<file path="config.mk">
export PLATFORM = sky130hd
export DESIGN_NAME = mbvb_ctrl
export DESIGN_NICKNAME = d
export VERILOG_FILES = /design/src/rtl/mbvb_pkg.sv /design/src/rtl/mbvb_ctrl.sv
export SDC_FILE = /design/constraint.sdc
export NUM_CORES = 1
export LEC_CHECK = 0
export BUFFER_PORTS_ARGS = -buffer_cell sky130_fd_sc_hd__buf_2
export CORE_AREA = 2 2 39 41
export DETAILED_ROUTE_END_ITERATION = 6
export DIE_AREA = 0 0 41 43
export PLACE_DENSITY_LB_ADDON = 0.15
export SLEW_MARGIN = 20
export SYNTH_ARGS = -nofsm -noshare
export SYNTH_HDL_FRONTEND = slang
export SYNTH_SLANG_ARGS = --single-unit
</file>
<file path="constraint.sdc">
create_clock -name clk -period 1.3 [get_ports clk]
set_input_delay 0.39 -clock clk [delete_from_list [all_inputs] [get_ports clk]]
set_output_delay 0.39 -clock clk [all_outputs]
set_load 0.05 [all_outputs]
</file>
<file path="src/rtl/mbvb_pkg.sv">
// ----------------------------------------------------------------------------
// mbvb_pkg
// Shared types and constants for the median-by-bisection block.
// ----------------------------------------------------------------------------
package mbvb_pkg;

  localparam int unsigned DATA_W        = 32;
  localparam int unsigned MAX_ITEMS_DEF = 4096;
  localparam logic [DATA_W-1:0] MIN_START = 32'd1000000000;

  typedef enum logic [2:0] {
    ST_LOAD,
    ST_INIT,
    ST_CHECK,
    ST_SCAN,
    ST_DECIDE,
    ST_EMIT
  } mbvb_state_t;

  typedef struct packed {
    logic load;
    logic init;
    logic scan_clr;
    logic scan;
    logic decide;
    logic emit;
  } mbvb_cmd_t;

  typedef struct packed {
    logic range_open;
    logic scan_done;
    logic stop;
    logic out_free;
  } mbvb_status_t;

endpackage

</file>
<file path="src/rtl/mbvb_ctrl.sv">
// ----------------------------------------------------------------------------
// mbvb_ctrl
// Sequencer for loading, bisection passes and result hand-off.
// ----------------------------------------------------------------------------
module mbvb_ctrl import mbvb_pkg::*; (
  input  logic         clk,
  input  logic         rst_n,
  input  logic         in_valid,
  input  logic         in_last_item,
  output logic         in_stall,
  input  mbvb_status_t status,
  output mbvb_cmd_t    cmd
);

  mbvb_state_t state_r, state_nxt;

  always_ff @(posedge clk) begin
    if (!rst_n) begin
      state_r <= ST_LOAD;
    end else begin
      state_r <= state_nxt;
    end
  end

  always_comb begin
    state_nxt = state_r;
    cmd       = '0;
    in_stall  = 1'b1;
    case (state_r)
      ST_LOAD: begin
        in_stall = 1'b0;
        if (in_valid) begin
          cmd.load = 1'b1;
          if (in_last_item) begin
            state_nxt = ST_INIT;
          end
        end
      end
      ST_INIT: begin
        cmd.init  = 1'b1;
        state_nxt = ST_CHECK;
      end
      ST_CHECK: begin
        if (status.range_open) begin
          cmd.scan_clr = 1'b1;
          state_nxt    = ST_SCAN;
        end else begin
          state_nxt = ST_EMIT;
        end
      end
      ST_SCAN: begin
        cmd.scan = 1'b1;
        if (status.scan_done) begin
          state_nxt = ST_DECIDE;
        end
      end
      ST_DECIDE: begin
        cmd.decide = 1'b1;
        state_nxt  = status.stop ? ST_EMIT : ST_CHECK;
      end
      ST_EMIT: begin
        if (status.out_free) begin
          cmd.emit  = 1'b1;
          state_nxt = ST_LOAD;
        end
      end
      default: begin
        state_nxt = ST_LOAD;
      end
    endcase
  end

endmodule

</file>
# Word-level counts from Yosys, hierarchy flattened

Index checks and enable logic that the tools add are counted.

Bits in registers: 3
Bits in latches: 0
RAM bits: 0
Bits in read-only memories: 0
Output and inout port bits: 7
Logic and storage cells: 29
Memories kept: 0

Add/sub/neg operators: 0
Multiply operators: 0
Div/mod/pow operators: 0
Order comparisons: 0
Eq/ne operators: 9
Shifts and indexed selects: 0
Muxes and demuxes: 17
Bitwise operators: 0
Reduce and logical (&&, ||, !) cells: 2

Operators by type and width:

| kind                                                 | number |
|---|---|
| 2-to-1 mux 3 bit                                     | 6 |
| one-hot mux 3 bit (6 select lines)                   | 1 |
| 2-to-1 mux 1 bit                                     | 10 |
| inequality test 2 bit (second input constant)        | 4 |
| equality test 3 x 2 -> 1 bit (second input constant) | 2 |
| equality test 3 bit (second input constant)          | 2 |
| AND reduction 4 bit                                  | 1 |
| equality test 3 x 1 -> 1 bit (second input constant) | 1 |
| zero test 3 bit                                      | 1 |

# Depth between registers and ports, before layout

Gate-level depths: netlist of run 1.

Depth after elaboration: 3
Depth in mapped cells: 4
Gate-level depth less buffers: 3

# Worst setup path before layout of run 1

No wires, ideal clock.

Path kind: reg-to-output
Start: reg state_r[0]
End: out cmd[3] in the netlist's numbering
Data arrival time: 1.744 ns
Path slack: -0.834 ns
Stages on the path, launching flop included: 4
Path buffers: 1
Cells stage by stage: dfxtp_1 > buf_6 > nand2b_1 > nor3b_1

RTL lines:

| what                   | RTL line        | text |
|---|---|---|
| start, declared        | mbvb_ctrl.sv:15 | `mbvb_state_t state_r, state_nxt;` |
| start signal, assigned | mbvb_ctrl.sv:21 | `state_r <= state_nxt;` |
| end, declared          | mbvb_ctrl.sv:12 | `output mbvb_cmd_t cmd` |

==> impl_metrics.csv, run 1 <==
group,metric,value,unit
power,irDropWorstVdd,0.457,mV
cells_and_area,drive_gt1_share,79.4,%
cells_and_area,num-nets-final,77,
floorplanning,start_util,21.6,%
logic_synthesis,synth_fa_ha_area_share,0,%
floorplanning,pin_count,15,
timing,max_freq,0.648,GHz
global_routing,globalRouteOverflowTotal,0,
cells_and_area,mostFrequentLayoutCell,"buf_4",
critical_path,path_buf_inv,2,
cts,tritoncts,"done",
logic_synthesis,netlist.top_cell.by_area,"dfxtp_1",
drt,vias,376,
cts,clk_latency,0.24,ns
critical_path,worstSetupPathType,"reg2out",
drt,wl_met1,361,um
global_routing,grt_usage,13.3,%
critical_path,crit_arrival,1.15,ns
logic_synthesis,synth_warnings,0,
logic_synthesis,synth-xor-area-share,0,%
timing,hold_violations,0,
logic_synthesis,synth_top_area_share,20.1,%
placement,gp_congestion,0.737,
drt,avgViaCountPerCell,4.48,
logic_synthesis,ys_seq_area_share,20.1,%
logic_synthesis,avgSynthCellArea,9.06,um2
critical_path,critPathLaunchType,"register",
drt,wl,899,um
cells_and_area,largestRegisters,"state_r x3",
critical_path,end_kind,"output pin",
logic_synthesis,synth_compound_area_share,26.4,%
cts,hold_buffers,0,
cts,cts_sinks,3,
drt,drt_pass1_iterations,1,
cells_and_area,area_delta_synth_final,128,%
logic_synthesis,syn-cell-area,299,um2
timing,finalSetupTns,-1.33,ns
logic_synthesis,yosys.cell_types.count,22,
placement,place_area,495,um2
floorplanning,die_x,41,um
timing,slew_viol_final,0,
drt,wl_per_cell,10.7,um
critical_path,cp_slowest_stage_delay,0.36,ns
critical_path,worstPathRequired,0.91,ns
logic_synthesis,synth_mux_area_share,0,%
floorplanning,floorplan.die_area,0.00176,mm2
drt,top_layer,"met4",
cells_and_area,largest_reg_flops,3,
logic_synthesis,syn_nets,41,
placement,pre_cts_ws,-0.115,ns
cts,clock-root-buffer,"clkbuf_4",
timing,setup_viol,7,
critical_path,crit_family,"flip-flops",
cts,cts.htree.levels,1,
global_routing,antenna_found_initial,0,
critical_path,path_max_fanout,3,
outcome,run_status,"complete, but fails checks",
drt,ant_nets,0,
cells_and_area,design_area,683,um2
timing,finalCritPeriodShare,119,%
logic_synthesis,synth_top_family_by_area,"simple AND/OR/NAND/NOR gates",
global_routing,grt_max_degree,9,
power,leakage,0.315,nW
cells_and_area,finalNonFillerCells,84,
logic_synthesis,synthSimpleGateAreaFrac,38.5,%
cts,cts.path.max_buffers,2,
power,p_per_area,1070,mW/mm2
min_path,hold_class,"in2reg",
drt,dr_wl_met2,478,um
logic_synthesis,ys_top_cells_by_area,"dfxtp_1, buf_6, nor3b_4",
cells_and_area,num_antenna_cells,0,
timing,fin_skew,0.00324,ns
outcome,violations,"setup timing",
placement,place_hpwl,703,um
cts,cts.clk_slew.worst_paths,0.04,ns
floorplanning,die_h,43,um
critical_path,cpMaxStageDelayCell,"dfxtp_4",
cells_and_area,mostFrequentLayoutCells,"buf_4, buf_6, buf_2",
flow_run,maxCapViolCount,0,
timing,setup_ws,-0.243,ns
drt,drc,0,
timing,worstMarginPinSlew,0.225,ns
timing,rsz0062_at_grt,"true",
drt,met3_length,45,um
drt,first_iter_violations,0,
logic_synthesis,syn_inst,33,
timing,maxSlewHeadroom,84.9,%
global_routing,grt_pass1_vias,416,
cells_and_area,top_register,"state_r",
floorplanning,row_count,14,
critical_path,crit_chain,"buf_6 > and4b_2 > buf_8",
placement,io_buffer_count,14,
logic_synthesis,ys_seq_elements,3,
timing,post-route-min-period,1.54,ns
placement,placed_cells,72,
floorplanning,core-area,0.00138,mm2
global_routing,grt_pass1_wl,1610,um
cts,cts_buffers,3,
-- repair_timing --
action / CTS / global route
resized for setup: 29 / 1
buffers inserted: 4 / 4
pin swaps: 4 / 1
setup endpoints to repair: 7 / 8
-- metrics by stage --
stage | utilization, % | total power, mW | hold WS [ns]
floorplan | - | 0.347 | 0.508
global placement | 35.8 | 0.450 | 0.651
detailed placement | 35.8 | 0.455 | 0.657
CTS | 46.9 | 0.713 | 0.404
global route | 49.4 | 0.774 | 0.412
finish | 49.4 | 0.730 | 0.411
-- cell usage after synthesis, drive strengths merged --
cell type and count:
a32oi 1, o21a 1, a21oi 3, and4bb 1, nor3 1, nand2 3, dfxtp 3, o31ai 1
and4b 1, and2 1, o311a 1, nor2b 1, buf 3, a311oi 1, nand2b 2, nor3b 3
a211o 1, and3 1, nand3b 1, inv 3
-- area by class of cell --
cell class	instances	area, um2
flip-flops and latches	3	71.3
multi-input cells	24	248
fillers	143	701
clock buffers	4	26.3
well taps	16	20.0
repair buffers	34	307
inverters	3	11.3
-- report_power, final --
part           switching [mW]  internal, mW
Clock                  0.0497         0.115
Combinational           0.197         0.239
Sequential             0.0236         0.105
-- worst paths after layout --
kind,startpoint,to,slack [ns],depth (start not counted)
worst min register to register,state_r[2],state_r[2],0.77,3
worst max-delay path,state_r[1],cmd[0],-0.24,3
worst min-delay path,rst_n,state_r[0],0.41,2
worst max register to register,state_r[0],state_r[0],0.04,4
-- kinds of logic (layout without fill, tap and decap cells) --
logic type / Yosys count / after routing
AND/OR/NAND/NOR: 15 / 15
flip-flops: 3 / 3
buffers and inverters: 6 / 41
AO/OA/AOI/OAI: 9 / 9
-- routing by layer --
layer / global-route usage (%) / vias to the layer above
li1: - / 193
met1: 14.4 / 170
met2: 21.9 / 11
met3: 3.14 / 2
met4: 8.00 / 0
met5: 0 / -
Power figures use the tool's default switching activity.
==> run 2: changes to the inputs <==
==> constraint.sdc (replaced) <==
create_clock -name clk -period 1.3 [get_ports clk]
set_input_delay 0.26 -clock clk [delete_from_list [all_inputs] [get_ports clk]]
set_output_delay 0.26 -clock clk [all_outputs]
set_load 0.05 [all_outputs]
==> run 2 against run 1 <==
Non-clock buffer count fell by 6; largest cell class is now multi-input combinational cells; the flow still finishes with violations (setup timing); global-route usage fell by 1.6 points; register-to-register slack barely moved; final area fell by 9.3%; sequential power barely moved; highest routed layer unchanged.
==> impl_metrics.csv, run 2 (same netlist as run 1, synthesis figures left out) <==
group,metric,value,unit
global_routing,antenna_found_initial,0,
critical_path,critPathLaunchType,"register",
outcome,violations,"setup timing",
drt,drc,0,
cells_and_area,finalNonFillerCells,78,
cts,cts_sinks,3,
critical_path,cp_slowest_stage_delay,0.36,ns
critical_path,r2r_start,"state_r[1]",
critical_path,startpoint,"state_r[1]",
drt,wl,919,um
critical_path,worstSetupPathType,"reg2out",
outcome,run_status,"complete, but fails checks",
timing,rsz0062_at_grt,"true",
floorplanning,floorplan.die_area,0.00176,mm2
cts,cts_buffers,3,
min_path,hold_class,"in2reg",
drt,first_iter_violations,5,
timing,setup_ws,-0.0874,ns
global_routing,grt_usage,11.7,%
cts,cts.clk_slew.worst_paths,0.04,ns
cells_and_area,area_delta_synth_final,107,%
cts,cts.path.max_buffers,2,
cts,hold_buffers,0,
cells_and_area,num-nets-final,71,
timing,finalCritPeriodShare,107,%
floorplanning,start_util,21.6,%
critical_path,crit_arrival,1.13,ns
drt,wl_per_cell,11.8,um
power,irDropWorstVdd,0.488,mV
timing,finalSetupTns,-0.376,ns
cells_and_area,largest_reg_flops,3,
critical_path,r2r_cells,5,
floorplanning,die_x,41,um
min_path,hold_start,"rst_n",
global_routing,grt_pass1_vias,356,
global_routing,globalRouteOverflowTotal,0,
min_path,holdPathStages,2,
flow_run,maxCapViolCount,0,
critical_path,worstPathRequired,1.04,ns
critical_path,r2r_slack,0.04,ns
critical_path,end_kind,"output pin",
timing,maxSlewHeadroom,85.3,%
critical_path,r2r-end,"state_r[0]",
cts,clk_latency,0.23,ns
timing,max_freq,0.721,GHz
cts,cts.htree.levels,1,
drt,vias,358,
timing,worstMarginPinSlew,0.219,ns
drt,drt_pass1_iterations,2,
timing,post-route-min-period,1.39,ns
drt,avgViaCountPerCell,4.59,
floorplanning,core-area,0.00138,mm2
global_routing,grt_max_degree,7,
critical_path,path_buf_inv,2,
placement,gp_congestion,0.719,
power,p_per_area,1090,mW/mm2
cells_and_area,mostFrequentLayoutCell,"buf_6",
critical_path,crit_chain,"buf_6 > and4b_1 > buf_6",
critical_path,path_max_fanout,4,
cells_and_area,num_antenna_cells,0,
cts,tritoncts,"done",
timing,fin_skew,0.00305,ns
placement,place_hpwl,647,um
global_routing,grt_pass1_wl,1410,um
timing,slew_viol_final,0,
cells_and_area,top_register,"state_r",
cells_and_area,largestRegisters,"state_r x3",
placement,placed_cells,68,
cells_and_area,nFillCells,141,
cts,clock-root-buffer,"clkbuf_4",
critical_path,cpMaxStageDelayCell,"dfxtp_4",
timing,hold_violations,0,
drt,ant_nets,0,
min_path,hold-path-endpoint,"state_r[0]",
floorplanning,pin_count,15,
cells_and_area,fin_util,44.8,%
placement,io_buffer_count,14,
critical_path,crit_family,"flip-flops",
critical_path,cpMostUsedCell,"buf_6",
floorplanning,row_count,14,
power,leakage,0.283,nW
power,design_power_total,0.678,mW
floorplanning,die_h,43,um
cells_and_area,mostFrequentLayoutCells,"buf_6, buf_4, buf_2",
timing,setup_viol,6,
cells_and_area,drive_gt1_share,74.2,%
## run 2: cell types whose count changed in the layout (fill, tap and decap cells not counted), sizes merged
cell  delta
buf      -6
## run 2: power breakdown
group,internal [mW],switching (mW)
Clock,0.115,0.0489
Sequential,0.105,0.0230
Combinational,0.196,0.189
## run 2: routing by layer
| layer | share of wire (%) | vias to the layer above | routed length [um] | global-route usage, % |
|---|---|---|---|---|
| li1 | - | 180 | - | - |
| met1 | 37 | 167 | 343 | 12.5 |
| met2 | 56 | 9 | 513 | 20.3 |
| met3 | 4.8 | 2 | 44 | 2.09 |
| met4 | 2.0 | 0 | 18 | 6.00 |
| met5 | 0 | - | 0 | 0 |
## run 2: layout make-up
class,count,area [um2],share of cell area [%]
clock buffer,4,26.3,4.24
inverter,3,11.3,1.82
multi-input combinational,24,245,39.6
sequential,3,71.3,11.5
tap,16,20.0,3.23
timing repair buffer,28,245,39.6
## run 2: metrics by stage
step	hold slack (ns)	setup slack, ns	cell area [um2]
after detailed placement	0.533	0.00151	442
after global routing	0.289	-0.114	619
after floorplan	0.378	-0.0695	325
after global placement	0.518	0.0205	442
after CTS	0.284	-0.0896	551
final	0.283	-0.0874	619
## run 2: worst max-delay path by stage
stage	endpoint	slack, ns	cells past startpoint
after detailed placement	cmd[5]	0.002	3
final	cmd[0]	-0.09	3
after CTS	cmd[5]	-0.09	3
after global routing	cmd[0]	-0.11	3
after global placement	cmd[5]	0.02	3
after floorplan	cmd[3]	-0.07	3
## run 2: timing repair
| action | CTS | global route |
|---|---|---|
| setup endpoints to repair | 7 | 7 |
| gates resized for setup | 20 | 11 |
| pin swaps | 1 | 5 |
| setup buffers | 2 | 4 |
## run 2: worst reg2reg max path, stage by stage, from the launching register on
cell	delay [ns]
dfxtp_4	0.36
buf_6	0.13
buf_4	0.12
a211o_1	0.24
a21oi_2	0.18
o311a_1	0.17
==> run 3: changes to the inputs <==
Settings changed: ABC_AREA set to 1.
==> run 3 against run 2 <==
The run still ends with setup timing left; register-to-register slack improved by 0.12 ns; via count is 3.6% lower; area after synthesis down 18%; clock power about the same; first-iteration DRC count is 80% lower; combinational power is 14% lower; wire length is 21% lower; hold slack about the same; flip-flop and latch count stayed put; final cell count grew 6.4%; non-clock buffer count decreased by 8; setup slack gained 0.055 ns; largest power group unchanged.
==> impl_metrics.csv, run 3 <==
group,metric,value,unit
global_routing,antenna_found_initial,0,
logic_synthesis,syn-cell-area,246,um2
logic_synthesis,synth_top_area_share,24.4,%
cells_and_area,design_area,519,um2
cells_and_area,finalNonFillerCells,83,
cts,cts_sinks,3,
cells_and_area,mostFrequentLayoutCell,"buf_2",
drt,avgViaCountPerCell,4.16,
cells_and_area,num_antenna_cells,0,
floorplanning,die_x,41,um
cts,hold_buffers,0,
placement,gp_congestion,0.702,
logic_synthesis,avgSynthCellArea,5.73,um2
logic_synthesis,synth_edf_count,0,
cells_and_area,num-nets-final,76,
power,power_frac_clock,25.5,%
flow_run,maxCapViolCount,0,
cts,clk_latency,0.23,ns
outcome,run_status,"complete, but fails checks",
global_routing,grt_pass1_wl,1240,um
power,p_per_area,1210,mW/mm2
logic_synthesis,netlist.top_cell.by_area,"dfxtp_1",
drt,wl_per_cell,8.77,um
power,internal_power,0.351,mW
logic_synthesis,ys_top_cells_by_area,"dfxtp_1, inv_1, nand2_1",
logic_synthesis,syn_inst,43,
timing,setup_viol,6,
cells_and_area,largestRegisters,"state_r x3",
cells_and_area,area_delta_synth_final,111,%
drt,drc,0,
placement,io_buffer_count,14,
timing,setup_ws,-0.0327,ns
global_routing,grt_usage,10.9,%
logic_synthesis,synth_warnings,0,
global_routing,globalRouteOverflowTotal,0,
power,switching_share,44.3,%
critical_path,worstPathRequired,1.04,ns
logic_synthesis,yosysMostFrequentCell,"inv_1",
drt,first_iter_violations,1,
timing,post-route-min-period,1.33,ns
global_routing,grt_pass1_vias,318,
placement,place_hpwl,531,um
logic_synthesis,yosys.cell_types.count,13,
timing,rsz0062_at_grt,"true",
floorplanning,core-area,0.00138,mm2
cells_and_area,largest_reg_flops,3,
drt,wl,728,um
timing,fin_skew,0.0000439,ns
global_routing,grt_max_degree,8,
power,power.share.combinational,52.3,%
logic_synthesis,synthTopCellsByCount,"inv_1, nand2_1, nor2_1",
power,switchingPower,0.279,mW
logic_synthesis,ys_seq_area_share,24.4,%
floorplanning,floorplan.die_area,0.00176,mm2
cells_and_area,top_register,"state_r",
critical_path,critPathLaunchType,"register",
critical_path,path_max_fanout,5,
floorplanning,die_h,43,um
placement,placed_cells,76,
cts,cts_buffers,3,
critical_path,crit_arrival,1.07,ns
timing,slew_viol_final,0,
floorplanning,start_util,17.8,%
drt,ant_nets,0,
power,power_frac_seq,22.2,%
critical_path,end_kind,"output pin",
power,design_power_total,0.631,mW
logic_synthesis,async_flop_share,0,%
power,irDropWorstVdd,0.536,mV
logic_synthesis,synth_ff_type,"dfxtp_1",
placement,pre_cts_ws,-0.0158,ns
drt,vias,345,
outcome,violations,"setup timing",
timing,max_freq,0.750,GHz
placement,place_area,395,um2
timing,finalCritPeriodShare,103,%
cells_and_area,drive_gt1_share,61.2,%
timing,hold_violations,0,
timing,worstMarginPinSlew,0.247,ns
cts,clock-root-buffer,"clkbuf_4",
cts,cts.path.max_buffers,2,
timing,maxSlewHeadroom,83.6,%
critical_path,worstSetupPathType,"reg2out",
logic_synthesis,syn_nets,51,
cts,tritoncts,"done",
cells_and_area,mostFrequentLayoutCells,"buf_2, inv_1, nand2_1, nor2_1, buf_4",
cts,cts.htree.levels,1,
floorplanning,row_count,14,
power,leakage,0.279,nW
drt,drt_pass1_iterations,2,
min_path,hold_class,"in2reg",
cells_and_area,nFillCells,151,
logic_synthesis,ys_seq_elements,3,
cts,cts.clk_slew.worst_paths,0.04,ns
floorplanning,pin_count,15,
==> run 3: cell count changes in the layout (fill, tap and decap cells not counted), moves of 4 or more <==
cell     change
buf_4        -4
buf_6        -6
inv_1        +4
nor2_1       +5
nand2_2      +4
==> run 3: cell families after synthesis <==
family | share of synthesized area [%]
AO/OA/AOI/OAI | 11.2
AND/OR/NAND/NOR | 47.7
flip-flops | 24.4
buffers and inverters | 16.8
==> run 3: worst paths after layout <==
check | start | endpoint | slack [ns] | cells after the start
hold reg to reg | state_r[0] | state_r[2] | 0.63 | 2
hold / removal | rst_n | state_r[1] | 0.28 | 3
setup / recovery | state_r[2] | in_stall | -0.03 | 4
setup reg to reg | state_r[0] | state_r[0] | 0.16 | 8
==> run 3: area by class of cell <==
class / count / area (um2) / share of cell area [%]
inverters: 11 / 43.8 / 8.43
well taps: 16 / 20.0 / 3.86
flip-flops and latches: 3 / 68.8 / 13.3
repair buffers: 20 / 168 / 32.3
multi-input cells: 29 / 193 / 37.1
clock buffers: 4 / 26.3 / 5.06
==> run 3: power by group through the flow <==
stage,combinational [mW],clock [mW],sequential (mW)
final,0.330,0.161,0.140
after floorplan,0.210,0,0.128
after detailed placement,0.273,0,0.129
after global placement,0.276,0,0.130
after CTS,0.315,0.171,0.136
after global routing,0.356,0.179,0.142
==> run 3: through the flow <==
stage | hold slack [ns] | utilization, % | TNS, ns
floorplan | 0.404 | - | -0.0380
global placement | 0.518 | 28.6 | -0.0436
detailed placement | 0.525 | 28.6 | -0.0158
CTS | 0.278 | 36.1 | -0.211
finish | 0.284 | 37.5 | -0.140
global route | 0.331 | 37.5 | -0.440
==> run 3: critical path: stages, from the launching register on <==
cell and delay, ns:
dfxtp_2 0.34, inv_4 0.05, buf_4 0.13, nand2_4 0.06
buf_2 0.26
==> run 3: routing by layer <==
| metal | GRT usage, % | vias up | wire [um] |
|---|---|---|---|
| li1 | - | 181 | - |
| met1 | 11.9 | 155 | 278 |
| met2 | 15.9 | 7 | 413 |
| met3 | 1.57 | 2 | 28 |
| met4 | 12.0 | 0 | 8 |
| met5 | 0 | - | 0 |
==> run 3: what timing repair did <==
item	4_1_cts	5_1_grt
pin swaps	3	6
resized for setup	23	3
setup buffers	2	1
hold endpoints to repair	0	0
endpoints found under the setup margin	7	7
